$ cat config.mk
export PLATFORM = sky130hd
export DESIGN_NAME = mmfs_div
export DESIGN_NICKNAME = d
export VERILOG_FILES = /design/src/rtl/mmfs_pkg.sv /design/src/rtl/mmfs_div.sv
export SDC_FILE = /design/constraint.sdc
export NUM_CORES = 1
export LEC_CHECK = 0
export BUFFER_PORTS_ARGS = -buffer_cell sky130_fd_sc_hd__buf_2
export CAP_MARGIN = 10
export CORE_UTILIZATION = 50
export DETAILED_ROUTE_END_ITERATION = 16
export HOLD_SLACK_MARGIN = 0.02
export MAX_ROUTING_LAYER = met4
export PLACE_DENSITY_LB_ADDON = 0.25
export REMOVE_ABC_BUFFERS = 1
export SETUP_SLACK_MARGIN = 0.5
export SYNTH_ARGS = -nofsm -noshare
export SYNTH_HDL_FRONTEND = slang
export SYNTH_SLANG_ARGS = --single-unit
$ cat constraint.sdc
create_clock -name i_clk -period 2.7 [get_ports i_clk]
set_input_delay 0.54 -clock i_clk [delete_from_list [all_inputs] [get_ports i_clk]]
set_output_delay 0.54 -clock i_clk [all_outputs]
set_load 0.05 [all_outputs]
$ cat src/rtl/mmfs_pkg.sv
`default_nettype none

package mmfs_pkg;

    localparam int unsigned IDX_W   = 13;
    localparam int unsigned VAL_W   = 32;
    localparam int unsigned CNT_W   = 14;
    localparam int unsigned SCL_W   = 17;
    localparam int unsigned QUO_W   = 16;
    localparam int unsigned IDX_X_W = 17;

    localparam logic             KIND_OBSERVE = 1'b0;
    localparam logic             KIND_SCALE   = 1'b1;
    localparam logic [SCL_W-1:0] ONE_Q16      = 17'h10000;
    localparam logic [SCL_W-1:0] ZERO_Q16     = 17'h00000;
    localparam logic [CNT_W-1:0] COUNT_RESET  = 14'd8192;

    typedef enum logic [1:0] {
        ST_IDLE,
        ST_EVAL,
        ST_DIV,
        ST_DONE
    } t_state;

    typedef struct packed {
        logic             min_we;
        logic             max_we;
        logic [VAL_W-1:0] data;
    } t_store_wr;

endpackage

`default_nettype wire

$ cat src/rtl/mmfs_div.sv
`default_nettype none

module mmfs_div
    import mmfs_pkg::*;
(
    input  wire logic             i_clk,
    input  wire logic             i_rst_n,
    input  wire logic             i_start,
    input  wire logic [VAL_W-1:0] i_dividend,
    input  wire logic [VAL_W-1:0] i_divisor,
    output logic                  o_done,
    output logic      [QUO_W-1:0] o_quotient
);

    localparam logic [3:0] LAST_STEP = 4'(QUO_W - 1);

    logic             r_busy;
    logic             r_done;
    logic [3:0]       r_cnt;
    logic [VAL_W-1:0] r_rem;
    logic [VAL_W-1:0] r_dvs;
    logic [QUO_W-1:0] r_quo;

    logic [VAL_W:0]   shifted;
    logic             fits;
    logic [VAL_W:0]   trial;

    // one quotient bit per cycle, remainder stays below the divisor
    always_comb begin
        shifted = {r_rem, 1'b0};
        fits    = shifted >= {1'b0, r_dvs};
        trial   = shifted - {1'b0, r_dvs};
    end

    always_ff @(posedge i_clk) begin
        if (!i_rst_n) begin
            r_busy <= 1'b0;
            r_done <= 1'b0;
            r_cnt  <= '0;
        end else begin
            r_done <= 1'b0;
            if (i_start) begin
                r_busy <= 1'b1;
                r_cnt  <= '0;
            end else if (r_busy) begin
                r_cnt <= r_cnt + 4'd1;
                if (r_cnt == LAST_STEP) begin
                    r_busy <= 1'b0;
                    r_done <= 1'b1;
                end
            end
        end
    end

    always_ff @(posedge i_clk) begin
        if (i_start) begin
            r_rem <= i_dividend;
            r_dvs <= i_divisor;
        end else if (r_busy) begin
            r_rem <= fits ? trial[VAL_W-1:0] : shifted[VAL_W-1:0];
            r_quo <= {r_quo[QUO_W-2:0], fits};
        end
    end

    assign o_done     = r_done;
    assign o_quotient = r_quo;

endmodule

`default_nettype wire

# Yosys cells after proc, flatten, opt, wreduce, memory -nomap -nowiden

Index checks and enable logic that the tools add are counted.

$add $sub $neg: 2
$lt $le $gt $ge: 1
Equal/unequal tests: 1
Multiplexer cells: 7
Bitwise gates (word level): 3
Reduce and logical (&&, ||, !) cells: 4

Operators with widths:

| kind                                                           | number |
|---|---|
| 32-bit 2-to-1 mux                                              | 3 |
| 33-bit by 32-bit greater-or-equal comparator with 1-bit output | 1 |
| 32-bit subtractor                                              | 1 |
| 4-bit by 1-bit adder with 4-bit output (second input constant) | 1 |
| 4-bit == test (second input constant)                          | 1 |
| 1-bit 2-to-1 mux                                               | 4 |
| 1-bit NOT                                                      | 3 |
| 3-bit OR reduction                                             | 1 |
| 2-bit AND reduction                                            | 1 |
| 2-bit nonzero test                                             | 1 |
| 2-bit OR reduction                                             | 1 |

Register bits: 86
Input port bits: 67
Output and inout bits: 17
Logic and storage cells: 24

# Depth between registers and ports, before layout

Depth after elaboration: 4
Gate-level depth with buffers: 15
Mapped depth without buffers: 12

# Worst setup path after synthesis

Ideal clock, no wire load.

Kind: reg-to-reg
Start: register r_rem[17]
End: register r_rem[4], data pin
Setup time: 259 ps
Arrival time: 2,516 ps
Required time: 2,441 ps
Slack: -74 ps
Cell stages (with the launch flop): 13
Buffers on the path: 2
Cells stage by stage: edfxtp_1 > ha_1 > a21o_1 > a21o_1 > a2111oi_2 > o22ai_1 > o21a_1 > o21ai_1 > and2_1 > buf_6 > buf_12 > a2111oi_0 > a211o_1

Cells in the longest elaborated chain, start to end: 4

Ends and longest elaborated chain:

| what                                                           | RTL line       | text |
|---|---|---|
| start: declaration                                             | mmfs_div.sv:20 | `logic [VAL_W-1:0] r_rem;` |
| start signal: assignment                                       | mmfs_div.sv:57 | `r_rem <= i_dividend;` |
| start signal: assignment                                       | mmfs_div.sv:60 | `r_rem <= fits ? trial[VAL_W-1:0] : shifted[VAL_W-1:0];` |
| 33-bit by 32-bit greater-or-equal comparator with 1-bit output | mmfs_div.sv:31 | `fits = shifted >= {1'b0, r_dvs};` |
| 32-bit 2-to-1 mux                                              | mmfs_div.sv:60 |  |
| 32-bit 2-to-1 mux                                              | mmfs_div.sv:59 | `end else if (r_busy) begin` |
| 32-bit 2-to-1 mux                                              | mmfs_div.sv:56 | `if (i_start) begin` |

Every way passes these cells. The select of a mux whose other input is x is not followed.
A chain may end at the register's enable or synchronous reset.

# Worst setup path in the final report

Start: register r_rem[1]
End: register r_rem[3], data pin

Cells in the longest elaborated chain, start to end: 4

Ends and longest elaborated chain:

| what                                                                                                | RTL line |
|---|---|
| 32-bit subtractor or 33-bit by 32-bit greater-or-equal comparator with 1-bit output (tied branches) | mmfs_div.sv:32, mmfs_div.sv:31 |
| 32-bit 2-to-1 mux (*)                                                                               | mmfs_div.sv:60 |
| 32-bit 2-to-1 mux (*)                                                                               | mmfs_div.sv:59 |
| 32-bit 2-to-1 mux (*)                                                                               | mmfs_div.sv:56 |

Every way passes the cells marked *; elsewhere a longest branch is shown, timed or not. The select of a mux whose other input is x is not followed.

==> run summary <==
Status: finished with violations
Failing checks: negative setup slack
GRT Residual Overflow: 0
EDFF count, synth: 80
Final setup vio count: 13
Peak supply drop: 0.334 mV
Hold buffer count at CTS: 0
WHS Path Cells: 1
Main combinational cell family by area after synthesis: compound AO/OA/AOI/OAI gates
Total die area: 11000 um2
RSZ-0062 raised after global routing: true
Slew Limit Fails: 0
Post-Syn Instances: 522
Via count of the first global-routing pass: 4597
Worst-path clk slew: 100 ps
Root Buffer: clkbuf_8
Synth Flop Type: edfxtp_1
Worst setup EP type: flop
First-pass GRT wire length: 20.9 mm
Worst-skew pair later-pin latency: 370 ps
Setup_tns: -573 ps
Most numerous cell in the Yosys netlist: edfxtp_1
Clock sink count: 86
Pre-CTS WS: -238 ps
Worst setup margin: -133 ps
Rows: 37
Crit-path cells: ha_4 -> o21a_1 -> o31a_1 -> o21ai_2 -> buf_4 -> a211oi_4 -> o21a_1 -> o21ai_2 -> and2_4 -> buf_6 -> buf_6 -> or3_4 -> a21oi_2
Die Wd: 105 um
Post-synthesis xor/xnor area fraction: 3.98%
Inserted Diodes: 0
GRT Util Overall: 24.4%
CP startpoint kind: flop
Drt pass-1 iters: 5
Worst R2R Start: r_rem[1]
Worst reg-to-reg path cell count: 13
Final #Nets: 785
PwrDens: 784 nW/um2
Seq cells post-synth: 86
Post-route DRC: 0
Maximum level of the CTS H-tree: 3
Netlist cell types: 63
Largest net degree at the start of global routing: 35
Antenna Nets Post-Route: 0
Area share of fa/ha/maj cells after synthesis: 8.20%
Post-DP HPWL: 9.17 mm
Final Critical Period: 2830 ps
Simple-Gate Fraction of Synth Area: 14.7%
Synth Warn #: 0
Max-cap violations: 0
Max stage delay on crit path: 450 ps
Initial drt markers: 173
Fraction of layout cells with a size suffix above 1: 35.7%
Vias per inst: 5.47
Hold Startpoint: i_divisor[23]
CP Launch Point: r_rem[1]
Final wirelength: 12.9 mm
Drt wl/cell: 15.6 um
CP required: 2930 ps
Total power: 5.47 mW
Num CTS Buffers: 9
Final critical-path share of the clock period: 105%
Initial core utilization: 51.4%
Hold crit path type: in2reg
Crit path arrival time: 3060 ps
Top cells by area, synth: edfxtp_1 (45%), ha_1 (7.8%), a21oi_1 (7.0%), nor2b_1 (3.8%), nand2_1 (3.1%)
Worst-path maximum fanout: 4
Post-synth top area cell: edfxtp_1
Worst reg2reg setup slack: -130 ps
Slew Limit Headroom: 63.0%
Ports: 84
Sequential cell area fraction in the yosys report: 47.7%
Final hold viol count: 0
Core box area: 10300 um2
Reg-to-Reg End: r_rem[3]
Leakage: 3.03 nW
Final Skew: 9.97 ps
Antenna violations before repair: 0
Synth Area in Compound Gates: 18.7%
Die height: 105 um
Area growth syn-to-layout: 32.1%
Yosys top cell area share: 45.5%
Slew @ Worst Pin: 549 ps
Slowest-stage cell, CP: edfxtp_1
Mapped cell area: 5280 um2
CTS tree: done
# port buffers: 83
Mux cell area share after synthesis: 1.75%
Achievable Freq: 0.353 GHz
Syn_area_per_cell: 10.1 um2
DR vias: 4516
Synth cell count leaders: edfxtp_1 (80), a21oi_1 (74), nand2_1 (44), inv_1 (36), ha_1 (33)
WHS Endpoint: r_dvs[23]
Max clock buf depth: 2
WS Path Type: reg2reg
Placer Congestion: 0.886
Asr flop ratio synth: 0%
==> worst max-delay path: cells and delay by family, from the launching register on <==
family	cells	cell delay (ps)
compound gates	7	990
simple gates	2	560
flops	1	450
buf+inv	3	380
fa+ha+maj	1	310
==> power by group <==
group / leakage, nW / total (mW) / switching (mW) / internal, mW
Combinational: 2.10 / 2.80 / 1.42 / 1.38
Clock: 0.0997 / 0.888 / 0.512 / 0.376
Sequential: 0.828 / 1.79 / 0.101 / 1.69
Total: 3.03 / 5.47 / 2.03 / 3.44
==> flip-flops by register name, summed over array words and instances, names as in the netlist <==
name / count
r_dvs: 32
r_rem: 32
o_quotient: 16
r_cnt: 4
o_done: 1
r_busy: 1
==> metal layers <==
metal | up-vias | global-route usage [%] | wire [um]
met5 | - | - | 0
met3 | 11 | 2.74 | 430
met1 | 2170 | 30.1 | 5720
li1 | 2226 | - | -
met2 | 109 | 41.5 | 6590
met4 | 0 | 8.55 | 157
==> through the flow <==
step / hold WS (ps) / cell area (um2) / utilization, % / std cells
floorplan: 450 / 5160 / - / 498
global placement: 429 / 6310 / 61.4 / 790
detailed placement: 428 / 6310 / 61.4 / 790
CTS: 331 / 6720 / 65.4 / 817
global route: 325 / 6980 / 67.9 / 825
finish: 335 / 6980 / 67.9 / 825
==> layout by cell type, fill, tap and decap left out, types with 15 or more instances in the layout <==
| cell type | instances |
|---|---|
| a21oi_1 | 66 |
| buf_2 | 82 |
| buf_4 | 82 |
| edfxtp_1 | 80 |
| ha_1 | 27 |
| inv_1 | 35 |
| nand2_1 | 40 |
| nor2_1 | 19 |
| nor2b_1 | 30 |
| xnor2_1 | 15 |
==> worst max path at each step <==
stage	cells after the start	slack, ps	endpoint
floorplan	11	-680	r_rem[23]
global placement	11	-170	r_rem[4]
detailed placement	13	-240	r_rem[18]
CTS	13	-100	r_rem[3]
global route	13	-240	r_rem[3]
finish	13	-130	r_rem[3]
==> area by class of cell <==
cell class                      instances  area (um2)
Tap cell                              136         170
Sequential cell                        86        2520
Fill cell                             826        3300
Multi-Input combinational cell        375        2780
Inverter                               37         141
Timing Repair Buffer                  175        1170
Clock inverter                          6        52.6
Clock buffer                           10         138
==> cells by family (layout without fill, tap and decap cells) <==
logic type,count (synthesis),after routing
adders and majority gates,34,34
buffers and inverters,61,228
DFF,86,86
and+or+nand+nor,150,150
muxes,9,9
AOI/OAI and AO/OA,158,158
xor gates and xnor gates,24,24
==> timing repair <==
item | CTS | global route
pin swaps | 32 | 33
setup endpoints to repair | 33 | 33
hold endpoints to repair | 0 | 0
buffers inserted | 11 | 8
gates resized for setup | 35 | 38
Power figures use the tool's default switching activity.
